File: config.mk
export PLATFORM = sky130hd
export DESIGN_NAME = audio_peak_meter_bar_flat
export DESIGN_NICKNAME = d
export VERILOG_FILES = /design/src/hw/rtl/apm_pkg.sv /design/src/hw/rtl/apm_in_if.sv /design/src/hw/rtl/apm_out_if.sv /design/src/hw/rtl/audio_peak_meter_bar.sv /design/src/hw/rtl/apm_regs.sv /design/src/hw/rtl/apm_div.sv /design/src/hw/rtl/apm_datapath.sv /design/src/hw/rtl/apm_ctrl.sv /design/src/flat_wrapper.sv
export SDC_FILE = /design/constraint.sdc
export NUM_CORES = 2
export LEC_CHECK = 0
export ABC_AREA = 1
export BUFFER_PORTS_ARGS = -buffer_cell sky130_fd_sc_hd__buf_2
export CAP_MARGIN = 10
export CELL_PAD_IN_SITES_DETAIL_PLACEMENT = 0
export CELL_PAD_IN_SITES_GLOBAL_PLACEMENT = 2
export CORE_AREA = 2 2 343 345
export CTS_CLUSTER_SIZE = 28
export DETAILED_ROUTE_END_ITERATION = 6
export DIE_AREA = 0 0 345 347
export HOLD_SLACK_MARGIN = 0.05
export PLACE_DENSITY = 0.92
export REMOVE_ABC_BUFFERS = 1
export SLEW_MARGIN = 0
export SYNTH_ARGS = -nofsm -noshare
export SYNTH_HDL_FRONTEND = slang
export SYNTH_SLANG_ARGS = --single-unit
File: constraint.sdc
create_clock -name clk -period 15.7 [get_ports clk]
set_clock_uncertainty 0.05 [all_clocks]
set_input_delay 3.14 -clock clk [delete_from_list [all_inputs] [get_ports clk]]
set_output_delay 3.14 -clock clk [all_outputs]
set_load 0.02 [all_outputs]
File: src/hw/rtl/apm_pkg.sv
// apm_pkg: shared constants, types and the dB step table for the audio peak meter.
// No dependencies; every other file of the block imports it.
`timescale 1ns / 1ps

package apm_pkg;

  localparam int MAX_CHANNELS = 8;
  localparam int CNT_W        = $clog2(MAX_CHANNELS + 1);
  localparam int LEVEL_W      = 15;
  localparam int SUM_W        = LEVEL_W + $clog2(MAX_CHANNELS);
  localparam int DB_W         = 11;
  localparam int PIX_W        = 12;
  localparam int D_W          = 10;
  localparam int Q_FRAC       = 24;
  localparam int P_W          = Q_FRAC + 1;
  localparam int F_W          = 24;
  localparam int STEPS        = 10;
  localparam int STEP_W       = $clog2(STEPS);
  localparam int BAR_PROD_W   = LEVEL_W + PIX_W;
  localparam int DIV_N_W      = SUM_W;
  localparam int DIV_D_W      = CNT_W;
  localparam int APB_ADDR_W   = 4;
  localparam int APB_DATA_W   = 32;

  // x / 25600 = (x >> 10) / 25; the divide by 25 is a reciprocal multiply,
  // exact for every shifted bar product (below 2^17)
  localparam int BAR_PRE_SHIFT = 10;
  localparam int BAR_Q_W       = BAR_PROD_W - BAR_PRE_SHIFT;
  localparam int RECIP_W       = 18;
  localparam int RECIP_SHIFT   = 22;
  localparam int BAR_SCALE_W   = BAR_Q_W + RECIP_W;

  localparam logic [LEVEL_W-1:0] FULL_PERCENT_Q8 = 15'd25600;
  localparam logic [LEVEL_W-1:0] ONE_PERCENT_Q8  = 15'd256;
  localparam logic [LEVEL_W-1:0] MAX_FALL_RESET  = 15'd3840;
  localparam logic [PIX_W-1:0]   MARGIN_PX       = 12'd20;
  localparam logic [PIX_W-1:0]   EDGE_PX         = 12'd40;
  localparam logic [D_W-1:0]     DB_FLOOR        = 10'd1000;
  localparam logic [RECIP_W-1:0] RECIP_25        = 18'd167773;  // ceil(2^22 / 25)

  typedef enum logic [1:0] {
    REG_VIDEO_READY  = 2'd0,
    REG_FRAME_WIDTH  = 2'd1,
    REG_FRAME_HEIGHT = 2'd2,
    REG_MAX_FALL     = 2'd3
  } apm_reg_t;

  typedef struct packed {
    logic               video_ready;
    logic [PIX_W-1:0]   frame_width;
    logic [PIX_W-1:0]   frame_height;
    logic [LEVEL_W-1:0] max_fall_q8;
  } apm_cfg_t;

  typedef struct packed {
    logic capture;
    logic conv_step;
    logic scale;
    logic accum;
    logic div_start;
    logic hold;
    logic bar_mul;
    logic bar_scale;
    logic load_out;
  } apm_cmd_t;

  typedef struct packed {
    logic conv_last;
    logic last;
    logic div_busy;
  } apm_stat_t;

  // 10^(-2^k/200) in Q24
  function automatic logic [F_W-1:0] pow_step(input logic [STEP_W-1:0] k);
    logic [F_W-1:0] f;
    unique case (k)
      4'd0:    f = 24'd16585169;
      4'd1:    f = 24'd16395320;
      4'd2:    f = 24'd16022117;
      4'd3:    f = 24'd15301003;
      4'd4:    f = 24'd13954680;
      4'd5:    f = 24'd11606998;
      4'd6:    f = 24'd8030080;
      4'd7:    f = 24'd3843438;
      4'd8:    f = 24'd880481;
      4'd9:    f = 24'd46208;
      default: f = 24'd16777215;
    endcase
    return f;
  endfunction

endpackage

File: src/hw/rtl/apm_in_if.sv
// apm_in_if: input channel, one channel peak word per transfer.
// Depends on apm_pkg for field widths.
`timescale 1ns / 1ps

interface apm_in_if
  import apm_pkg::*;
();
  logic                   valid;
  logic                   ready;
  logic signed [DB_W-1:0] peak_db_tenths;
  logic                   last_channel;

  modport source(output valid, output peak_db_tenths, output last_channel, input ready);
  modport sink(input valid, input peak_db_tenths, input last_channel, output ready);
endinterface

File: src/hw/rtl/apm_out_if.sv
// apm_out_if: result channel, one level and bar geometry word per report.
// Depends on apm_pkg for field widths.
`timescale 1ns / 1ps

interface apm_out_if
  import apm_pkg::*;
();
  logic               valid;
  logic               ready;
  logic [LEVEL_W-1:0] level_q8;
  logic               bar_shown;
  logic [PIX_W-1:0]   bar_x;
  logic [PIX_W-1:0]   bar_y;
  logic [PIX_W-1:0]   bar_height;

  modport source(output valid, output level_q8, output bar_shown, output bar_x,
                 output bar_y, output bar_height, input ready);
  modport sink(input valid, input level_q8, input bar_shown, input bar_x,
               input bar_y, input bar_height, output ready);
endinterface

File: src/hw/rtl/audio_peak_meter_bar.sv
// audio_peak_meter_bar: peak level meter with limited fall rate and bar geometry.
// Each channel word runs through 10 serial Q24 multiply steps, then scale and sum.
// A closing word then passes through the bit-serial average (launch, 18 divide steps,
// done), hold, bar multiply, reciprocal scale and output load; output load waits
// while an untaken result is held, and the next word is taken once back in idle.
// Synchronous reset clears the sum, count, held level and handshake state.
`timescale 1ns / 1ps

module audio_peak_meter_bar
  import apm_pkg::*;
(
  input  logic                  clk,
  input  logic                  rst,
  input  logic                  psel,
  input  logic                  penable,
  input  logic                  pwrite,
  input  logic [APB_ADDR_W-1:0] paddr,
  input  logic [APB_DATA_W-1:0] pwdata,
  output logic [APB_DATA_W-1:0] prdata,
  output logic                  pready,
  apm_in_if.sink                in_ch,
  apm_out_if.source             out_ch
);

  apm_cfg_t  cfg;
  apm_cmd_t  cmd;
  apm_stat_t stat;

  apm_regs u_regs (
    .clk     (clk),
    .rst     (rst),
    .psel    (psel),
    .penable (penable),
    .pwrite  (pwrite),
    .paddr   (paddr),
    .pwdata  (pwdata),
    .prdata  (prdata),
    .pready  (pready),
    .cfg     (cfg)
  );

  apm_ctrl u_ctrl (
    .clk       (clk),
    .rst       (rst),
    .in_valid  (in_ch.valid),
    .in_ready  (in_ch.ready),
    .out_valid (out_ch.valid),
    .out_ready (out_ch.ready),
    .stat      (stat),
    .cmd       (cmd)
  );

  apm_datapath u_dp (
    .clk        (clk),
    .rst        (rst),
    .cfg        (cfg),
    .cmd        (cmd),
    .stat       (stat),
    .in_peak    (in_ch.peak_db_tenths),
    .in_last    (in_ch.last_channel),
    .level_q8   (out_ch.level_q8),
    .bar_shown  (out_ch.bar_shown),
    .bar_x      (out_ch.bar_x),
    .bar_y      (out_ch.bar_y),
    .bar_height (out_ch.bar_height)
  );

endmodule

File: src/hw/rtl/apm_regs.sv
// apm_regs: APB configuration registers of the peak meter.
// Depends on apm_pkg for the register map and config struct.
`timescale 1ns / 1ps

module apm_regs
  import apm_pkg::*;
(
  input  logic                  clk,
  input  logic                  rst,
  input  logic                  psel,
  input  logic                  penable,
  input  logic                  pwrite,
  input  logic [APB_ADDR_W-1:0] paddr,
  input  logic [APB_DATA_W-1:0] pwdata,
  output logic [APB_DATA_W-1:0] prdata,
  output logic                  pready,
  output apm_cfg_t              cfg
);

  apm_reg_t idx;
  logic     wr_en;

  assign idx    = apm_reg_t'(paddr[3:2]);
  assign pready = 1'b1;
  assign wr_en  = psel && penable && pwrite && pready;

  always_ff @(posedge clk) begin
    if (rst) begin
      cfg.video_ready  <= 1'b0;
      cfg.frame_width  <= '0;
      cfg.frame_height <= '0;
      cfg.max_fall_q8  <= MAX_FALL_RESET;
    end else if (wr_en) begin
      unique case (idx)
        REG_VIDEO_READY:  cfg.video_ready  <= pwdata[0];
        REG_FRAME_WIDTH:  cfg.frame_width  <= pwdata[PIX_W-1:0];
        REG_FRAME_HEIGHT: cfg.frame_height <= pwdata[PIX_W-1:0];
        REG_MAX_FALL:     cfg.max_fall_q8  <= pwdata[LEVEL_W-1:0];
      endcase
    end
  end

  always_comb begin
    unique case (idx)
      REG_VIDEO_READY:  prdata = APB_DATA_W'(cfg.video_ready);
      REG_FRAME_WIDTH:  prdata = APB_DATA_W'(cfg.frame_width);
      REG_FRAME_HEIGHT: prdata = APB_DATA_W'(cfg.frame_height);
      REG_MAX_FALL:     prdata = APB_DATA_W'(cfg.max_fall_q8);
    endcase
  end

endmodule

File: src/hw/rtl/apm_div.sv
// apm_div: restoring divider, one quotient bit per cycle, used for the
// channel average (sum over channel count). Depends on apm_pkg.
`timescale 1ns / 1ps

module apm_div
  import apm_pkg::*;
(
  input  logic               clk,
  input  logic               rst,
  input  logic               start,
  input  logic [DIV_N_W-1:0] dividend,
  input  logic [DIV_D_W-1:0] divisor,
  output logic               busy,
  output logic [DIV_N_W-1:0] quotient
);

  localparam int DCNT_W = $clog2(DIV_N_W + 1);

  logic [DIV_D_W-1:0] rem;
  logic [DIV_D_W-1:0] dvs;
  logic [DIV_N_W-1:0] quo;
  logic [DCNT_W-1:0]  cnt;
  logic [DIV_D_W:0]   trial;
  logic [DIV_D_W:0]   diff;
  logic               ge;

  assign trial    = {rem, quo[DIV_N_W-1]};
  assign ge       = trial >= {1'b0, dvs};
  assign diff     = trial - {1'b0, dvs};
  assign quotient = quo;

  always_ff @(posedge clk) begin
    if (rst) begin
      busy <= 1'b0;
      cnt  <= '0;
    end else if (start) begin
      rem  <= '0;
      dvs  <= divisor;
      quo  <= dividend;
      cnt  <= DCNT_W'(DIV_N_W);
      busy <= 1'b1;
    end else if (busy) begin
      // shift the next dividend bit into the remainder, shift the quotient bit in
      rem <= ge ? diff[DIV_D_W-1:0] : trial[DIV_D_W-1:0];
      quo <= {quo[DIV_N_W-2:0], ge};
      cnt <= cnt - 1'b1;
      if (cnt == DCNT_W'(1)) begin
        busy <= 1'b0;
      end
    end
  end

endmodule

File: src/hw/rtl/apm_datapath.sv
// apm_datapath: dB to percent conversion, channel sum, held level and bar
// geometry registers. Depends on apm_pkg and apm_div.
`timescale 1ns / 1ps

module apm_datapath
  import apm_pkg::*;
(
  input  logic                   clk,
  input  logic                   rst,
  input  apm_cfg_t               cfg,
  input  apm_cmd_t               cmd,
  output apm_stat_t              stat,
  input  logic signed [DB_W-1:0] in_peak,
  input  logic                   in_last,
  output logic [LEVEL_W-1:0]     level_q8,
  output logic                   bar_shown,
  output logic [PIX_W-1:0]       bar_x,
  output logic [PIX_W-1:0]       bar_y,
  output logic [PIX_W-1:0]       bar_height
);

  localparam int STEP_PROD_W  = P_W + F_W;
  localparam int SCALE_PROD_W = P_W + LEVEL_W;

  logic [D_W-1:0]        d;
  logic [P_W-1:0]        p;
  logic [STEP_W-1:0]     k;
  logic                  last;
  logic [LEVEL_W-1:0]    pct;
  logic [SUM_W-1:0]      sum;
  logic [CNT_W-1:0]      count;
  logic [LEVEL_W-1:0]    held;
  logic [BAR_PROD_W-1:0] bar_prod;
  logic [PIX_W-1:0]      bar_quo;

  logic [DB_W-1:0]         neg_peak;
  logic [D_W-1:0]          d_in;
  logic [STEP_PROD_W-1:0]  step_round;
  logic [SCALE_PROD_W-1:0] scale_round;
  logic [BAR_SCALE_W-1:0]  bar_scaled;
  logic [LEVEL_W-1:0]      avg;
  logic [LEVEL_W-1:0]      drop;
  logic [LEVEL_W-1:0]      held_next;
  logic [PIX_W-1:0]        room;
  logic [PIX_W-1:0]        bh;
  logic                    show;
  logic                    div_busy;
  logic [DIV_N_W-1:0]      div_quo;
  logic [DIV_N_W-1:0]      div_num;
  logic [DIV_D_W-1:0]      div_den;

  // clamp to the -100 dB .. 0 dB range, then take the magnitude
  assign neg_peak = -in_peak;
  always_comb begin
    priority if (!in_peak[DB_W-1]) begin
      d_in = '0;
    end else if (in_peak < -11'sd1000) begin
      d_in = DB_FLOOR;
    end else begin
      d_in = neg_peak[D_W-1:0];
    end
  end

  assign step_round  = STEP_PROD_W'(p) * STEP_PROD_W'(pow_step(k))
                     + STEP_PROD_W'(1 << (Q_FRAC - 1));
  assign scale_round = SCALE_PROD_W'(p) * SCALE_PROD_W'(FULL_PERCENT_Q8)
                     + SCALE_PROD_W'(1 << (Q_FRAC - 1));
  assign bar_scaled  = BAR_SCALE_W'(bar_prod[BAR_PROD_W-1:BAR_PRE_SHIFT])
                     * BAR_SCALE_W'(RECIP_25);

  assign avg  = (count != '0) ? div_quo[LEVEL_W-1:0] : '0;
  assign drop = held - avg;
  always_comb begin
    priority if (avg >= held) begin
      held_next = avg;
    end else if (drop > cfg.max_fall_q8) begin
      held_next = held - cfg.max_fall_q8;
    end else begin
      held_next = avg;
    end
  end

  assign room = cfg.frame_height - EDGE_PX;
  assign bh   = (bar_quo > room) ? room : bar_quo;
  assign show = cfg.video_ready && (cfg.frame_width != '0) && (cfg.frame_height != '0)
             && (held >= ONE_PERCENT_Q8) && (cfg.frame_height > EDGE_PX);

  assign div_num = sum;
  assign div_den = count;

  apm_div u_div (
    .clk      (clk),
    .rst      (rst),
    .start    (cmd.div_start),
    .dividend (div_num),
    .divisor  (div_den),
    .busy     (div_busy),
    .quotient (div_quo)
  );

  assign stat.conv_last = (k == STEP_W'(STEPS - 1));
  assign stat.last      = last;
  assign stat.div_busy  = div_busy;

  always_ff @(posedge clk) begin
    if (rst) begin
      sum   <= '0;
      count <= '0;
      held  <= '0;
    end else begin
      if (cmd.accum && (count < CNT_W'(MAX_CHANNELS))) begin
        sum   <= sum + SUM_W'(pct);
        count <= count + 1'b1;
      end
      if (cmd.hold) begin
        held  <= held_next;
        sum   <= '0;
        count <= '0;
      end
    end
  end

  always_ff @(posedge clk) begin
    if (cmd.capture) begin
      d    <= d_in;
      p    <= P_W'(1 << Q_FRAC);
      k    <= '0;
      last <= in_last;
    end
    if (cmd.conv_step) begin
      if (d[k]) begin
        p <= step_round[Q_FRAC +: P_W];
      end
      k <= k + 1'b1;
    end
    if (cmd.scale) begin
      pct <= scale_round[Q_FRAC +: LEVEL_W];
    end
    if (cmd.bar_mul) begin
      bar_prod <= BAR_PROD_W'(held) * BAR_PROD_W'(room);
    end
    if (cmd.bar_scale) begin
      bar_quo <= bar_scaled[RECIP_SHIFT +: PIX_W];
    end
    if (cmd.load_out) begin
      level_q8   <= held;
      bar_shown  <= show;
      bar_height <= show ? bh : '0;
      bar_y      <= show ? (MARGIN_PX + room - bh) : '0;
      bar_x      <= (show && (cfg.frame_width > EDGE_PX)) ? (cfg.frame_width - EDGE_PX) : '0;
    end
  end

  held_full_scale: assert property (@(posedge clk) disable iff (rst)
    held <= FULL_PERCENT_Q8)
    else $error("held level above full scale");

  count_bound: assert property (@(posedge clk) disable iff (rst)
    count <= CNT_W'(MAX_CHANNELS))
    else $error("channel count past limit");

  hidden_zero: assert property (@(posedge clk) disable iff (rst)
    $past(cmd.load_out) && !bar_shown |-> bar_x == '0 && bar_y == '0 && bar_height == '0)
    else $error("hidden bar carries geometry");

endmodule

File: src/hw/rtl/apm_ctrl.sv
// apm_ctrl: sequencer of the peak meter; drives datapath commands and the
// channel handshakes. Depends on apm_pkg.
`timescale 1ns / 1ps

module apm_ctrl
  import apm_pkg::*;
(
  input  logic      clk,
  input  logic      rst,
  input  logic      in_valid,
  output logic      in_ready,
  output logic      out_valid,
  input  logic      out_ready,
  input  apm_stat_t stat,
  output apm_cmd_t  cmd
);

  typedef enum logic [3:0] {
    S_IDLE,
    S_CONV,
    S_SCALE,
    S_ACCUM,
    S_AVG_START,
    S_AVG_WAIT,
    S_HOLD,
    S_BAR_MUL,
    S_BAR_SCALE,
    S_FINISH
  } state_t;

  state_t state;
  state_t state_next;
  logic   out_free;

  assign in_ready = (state == S_IDLE);
  assign out_free = !out_valid || out_ready;

  always_comb begin
    cmd             = '0;
    state_next      = state;
    cmd.capture     = (state == S_IDLE) && in_valid;
    cmd.conv_step   = (state == S_CONV);
    cmd.scale       = (state == S_SCALE);
    cmd.accum       = (state == S_ACCUM);
    cmd.div_start   = (state == S_AVG_START);
    cmd.hold        = (state == S_HOLD);
    cmd.bar_mul     = (state == S_BAR_MUL);
    cmd.bar_scale   = (state == S_BAR_SCALE);
    cmd.load_out    = (state == S_FINISH) && out_free;
    unique case (state)
      S_IDLE:      if (in_valid) state_next = S_CONV;
      S_CONV:      if (stat.conv_last) state_next = S_SCALE;
      S_SCALE:     state_next = S_ACCUM;
      S_ACCUM:     state_next = stat.last ? S_AVG_START : S_IDLE;
      S_AVG_START: state_next = S_AVG_WAIT;
      S_AVG_WAIT:  if (!stat.div_busy) state_next = S_HOLD;
      S_HOLD:      state_next = S_BAR_MUL;
      S_BAR_MUL:   state_next = S_BAR_SCALE;
      S_BAR_SCALE: state_next = S_FINISH;
      S_FINISH:    if (out_free) state_next = S_IDLE;
      default:     state_next = S_IDLE;
    endcase
  end

  always_ff @(posedge clk) begin
    if (rst) begin
      state     <= S_IDLE;
      out_valid <= 1'b0;
    end else begin
      state <= state_next;
      // hold the result word until taken, reload once the slot frees
      if (cmd.load_out) begin
        out_valid <= 1'b1;
      end else if (out_ready) begin
        out_valid <= 1'b0;
      end
    end
  end

  no_overwrite: assert property (@(posedge clk) disable iff (rst)
    cmd.load_out |-> (!out_valid || out_ready))
    else $error("result word overwritten before taken");

  div_launch: assert property (@(posedge clk) disable iff (rst)
    cmd.div_start |=> stat.div_busy)
    else $error("divider did not start");

  result_source: assert property (@(posedge clk) disable iff (rst)
    $rose(out_valid) |-> $past(state) == S_FINISH)
    else $error("result word raised outside finish");

endmodule

File: src/flat_wrapper.sv
// flat-port wrapper written by rule: the top's interface ports become plain ports
module audio_peak_meter_bar_flat import apm_pkg::*;
  (clk, rst, psel, penable, pwrite, paddr, pwdata, prdata, pready, in_ch_valid, in_ch_peak_db_tenths, in_ch_last_channel, in_ch_ready, out_ch_valid, out_ch_level_q8, out_ch_bar_shown, out_ch_bar_x, out_ch_bar_y, out_ch_bar_height, out_ch_ready);
  apm_in_if in_ch_i ();
  apm_out_if out_ch_i ();
  input  logic clk;
  input  logic rst;
  input  logic psel;
  input  logic penable;
  input  logic pwrite;
  input  logic [APB_ADDR_W-1:0] paddr;
  input  logic [APB_DATA_W-1:0] pwdata;
  output logic [APB_DATA_W-1:0] prdata;
  output logic pready;
  input wire logic [$bits(in_ch_i.valid)-1:0] in_ch_valid;
  input wire logic [$bits(in_ch_i.peak_db_tenths)-1:0] in_ch_peak_db_tenths;
  input wire logic [$bits(in_ch_i.last_channel)-1:0] in_ch_last_channel;
  output wire logic [$bits(in_ch_i.ready)-1:0] in_ch_ready;
  output wire logic [$bits(out_ch_i.valid)-1:0] out_ch_valid;
  output wire logic [$bits(out_ch_i.level_q8)-1:0] out_ch_level_q8;
  output wire logic [$bits(out_ch_i.bar_shown)-1:0] out_ch_bar_shown;
  output wire logic [$bits(out_ch_i.bar_x)-1:0] out_ch_bar_x;
  output wire logic [$bits(out_ch_i.bar_y)-1:0] out_ch_bar_y;
  output wire logic [$bits(out_ch_i.bar_height)-1:0] out_ch_bar_height;
  input wire logic [$bits(out_ch_i.ready)-1:0] out_ch_ready;
  assign in_ch_i.valid = in_ch_valid;
  assign in_ch_i.peak_db_tenths = in_ch_peak_db_tenths;
  assign in_ch_i.last_channel = in_ch_last_channel;
  assign in_ch_ready = in_ch_i.ready;
  assign out_ch_valid = out_ch_i.valid;
  assign out_ch_level_q8 = out_ch_i.level_q8;
  assign out_ch_bar_shown = out_ch_i.bar_shown;
  assign out_ch_bar_x = out_ch_i.bar_x;
  assign out_ch_bar_y = out_ch_i.bar_y;
  assign out_ch_bar_height = out_ch_i.bar_height;
  assign out_ch_i.ready = out_ch_ready;
  audio_peak_meter_bar u_core (.clk(clk), .rst(rst), .psel(psel), .penable(penable), .pwrite(pwrite), .paddr(paddr), .pwdata(pwdata), .prdata(prdata), .pready(pready), .in_ch(in_ch_i), .out_ch(out_ch_i));
endmodule
==> results.toml <==
[clock_network]
cts-htree-levels = 2
cts-buffers-inserted = 34
worstSkewPairLatency_ns = 0.58
cts.sink_count = 274
tritoncts_clock_tree = "built"
cts_setup_buffers = 0
clk_path_buf_depth = 3
cts.clk_slew.worst_paths_ns = 0.06
postCtsHoldBufs = 0
cts_resized = 0
root_buffer = "clkbuf_16"

[floorplan]
floorplan.io_pins = 142
initial_utilization_pct = 42.8
core_region_area_um2 = 116000
chipHeight_um = 347
die_x_um = 345
design.die.area_um2 = 120000
num_rows = 125

[setup_path]
critPathSlowestCell = "nor2_1"
path_delay_family = "simple AND/OR/NAND/NOR gates"
cp-end-kind = "output port"
crit_required_ns = 12.51
worstSetupPathType = "input pin to output port"
timing.critical_path.fanout_max = 13
critPathMaxStageDelay_ns = 0.64
cp.buffers_inverters = 3
critPathMostFrequentCell = "buf_2"
critPathLaunchType = "input pin"
crit_chain = "buf_2 > inv_1 > nor2_1 > nand2_1 > o221ai_1 > buf_2"
timing.critical_path.arrival_ns = 4.48

[synth]
avg_inst_size_synth_um2 = 7.85
syn_inst = 6315
yosys_warnings = 0
ys_ff_latch = 274
yosys.area.top_type_share_pct = 30.9
synth-edff-count = 137
netlist.top_cell.by_area = "fa_1"
syn-cell-area_um2 = 49500
seq_area_frac_synth_pct = 13.8
synthFlopType = "edfxtp_1"
synth_top_cells_by_area = "fa_1, ha_1, inv_1"
synthArstFlopShare_pct = 0
ys_types = 64

[routing]
drcViolationCount = 0
vias = 38973
first_pass_iters = 6
drt.antenna.violating_nets = 0
number_of_vias_per_cell = 4.97
routedWlPerCell_um = 16.9
wirelength_mm = 132
iter_0_drt_violations = 2036

[placement]
gpl_wtd_cong = 0.908
io_buffers = 104
dp_hpwl_mm = 107

[cells_and_area]
most_used_cells_in_the_layout_excluding_fill_and_tap_cells = "inv_1, nand2_1, fa_1"
fill_cells = 11847
layout-area-overhead-vs-synth_pct = 6.09
layout_commonest_cell = "inv_1"
n_antenna_cell = 0
nNetsFinal = 7693
drive_gt1_share_pct = 4.42

[timing]
grt_setup_unrepaired = "false"
layout_worst_path_cycle_share_pct = 48.8
max_slew.worst_pin.slew_ns = 1.07
slew_viol_final = 0
maxSlewHeadroom_pct = 28.4
fin_setup_tns_ns = 0
final.min_clock_period_ns = 7.67
final_hold_viol_count = 0
fmax_ghz = 0.130
timing.final.setup_violations = 0

[grt]
track_usage_pct = 22.8
global_route_wire_length_before_repair_mm = 218
first_global_vias = 40778
globalRoute.totalOverflow = 0
number_of_antenna_violations_at_the_first_check_in_global_routing = 0
pin_count_of_the_biggest_net_entering_global_routing = 53

[outcome]
run_status = "finished, final reports clean"

[hold_path]
timing.hold.worst.class = "flip-flop to flip-flop"

[run]
maxCapViolCount = 0
==> metrics by stage <==
stage / hold WS [ns] / cell area [µm²] / utilization [%] / std cells / worst slack, ns
6_report: 0.422 / 52600 / 45.4 / 7839 / 8.03
5_1_grt: 0.449 / 52600 / 45.4 / 7839 / 7.82
4_1_cts: 0.419 / 52500 / 45.4 / 7838 / 8.03
3_5_place_dp: 0.409 / 51500 / 44.5 / 7778 / 8.05
3_3_place_gp: 0.402 / 51500 / 44.5 / 7778 / 8.06
2_1_floorplan: 0.380 / 48600 / - / 6099 / 6.92
==> final cells by class <==
type | count | area, µm² | share of cell area (%)
multi-input cells | 4165 | 35500 | 67.6
flip-flops and latches | 274 | 6870 | 13.1
inverters | 1660 | 6240 | 11.9
well taps | 1524 | 1910 | 3.63
repair buffers | 156 | 918 | 1.75
clock buffers | 39 | 900 | 1.71
clock inverters | 21 | 198 | 0.376
==> synthesized netlist by cell type, types with 35 or more instances <==
cell,number
a21oi_1,287
clkbuf_1,190
dfxtp_1,137
edfxtp_1,137
fa_1,764
ha_1,583
inv_1,1646
nand2_1,1410
nand3_1,142
nand4_1,47
nor2_1,319
nor3_1,43
o21ai_0,226
xnor2_1,35
xor2_1,63
==> registers in the layout, summed over array words and instances (netlist names), 4 cells and up, named ones only <==
name,flops
u_core.u_dp.div_num,18
u_core.u_ctrl.state,4
u_core.u_dp.bar_x,12
u_core.u_dp.bar_height,12
u_core.u_dp.level_q8,15
u_core.u_dp.k,4
u_core.u_dp.u_div.quotient,18
u_core.u_dp.count,4
u_core.u_dp.u_div.dvs,4
u_core.u_dp.pct,15
u_core.u_dp.u_div.cnt,5
u_core.u_dp.bar_quo,12
u_core.u_dp.u_div.rem,4
u_core.u_dp.d,10
u_core.u_dp.bar_y,12
u_core.u_dp.bar_prod,17
u_core.u_regs.cfg,40
u_core.u_dp.held,15
u_core.u_dp.p,25
==> worst paths after layout <==
check,start,endpoint,slack [ns],cells after the start
worst min register to register,u_core.u_dp.count[2],u_core.u_dp.u_div.dvs[2],0.42,0
worst min-delay path,u_core.u_dp.count[2],u_core.u_dp.u_div.dvs[2],0.42,0
worst max-delay path,paddr[2],prdata[8],8.03,6
worst max register to register,u_core.u_regs.cfg[18],u_core.u_dp.bar_prod[21],8.31,25
==> cells by family after synthesis <==
logic type               Yosys count  synth area share [%]
AO/OA/AOI/OAI                    676                  7.65
XOR/XNOR                          98                  1.73
adder cells (fa/ha/maj)         1347                  45.6
buffers and inverters           1892                  14.6
flip-flops                       274                  13.8
other                              2                0.0152
AND/OR/NAND/NOR                 2026                  16.6
==> routing by layer <==
metal	part of all wire [%]	up-vias	track usage (%)	wire length (µm)
li1	-	18920	-	-
met1	45	19146	30.4	59500
met2	49	747	39.8	64200
met3	4.0	160	2.31	5310
met4	2.5	0	5.61	3300
met5	0	-	0	0
Power is left out: the tool's default activity adds up to more than one toggle a clock period on the data nets, which glitch-free logic cannot reach.
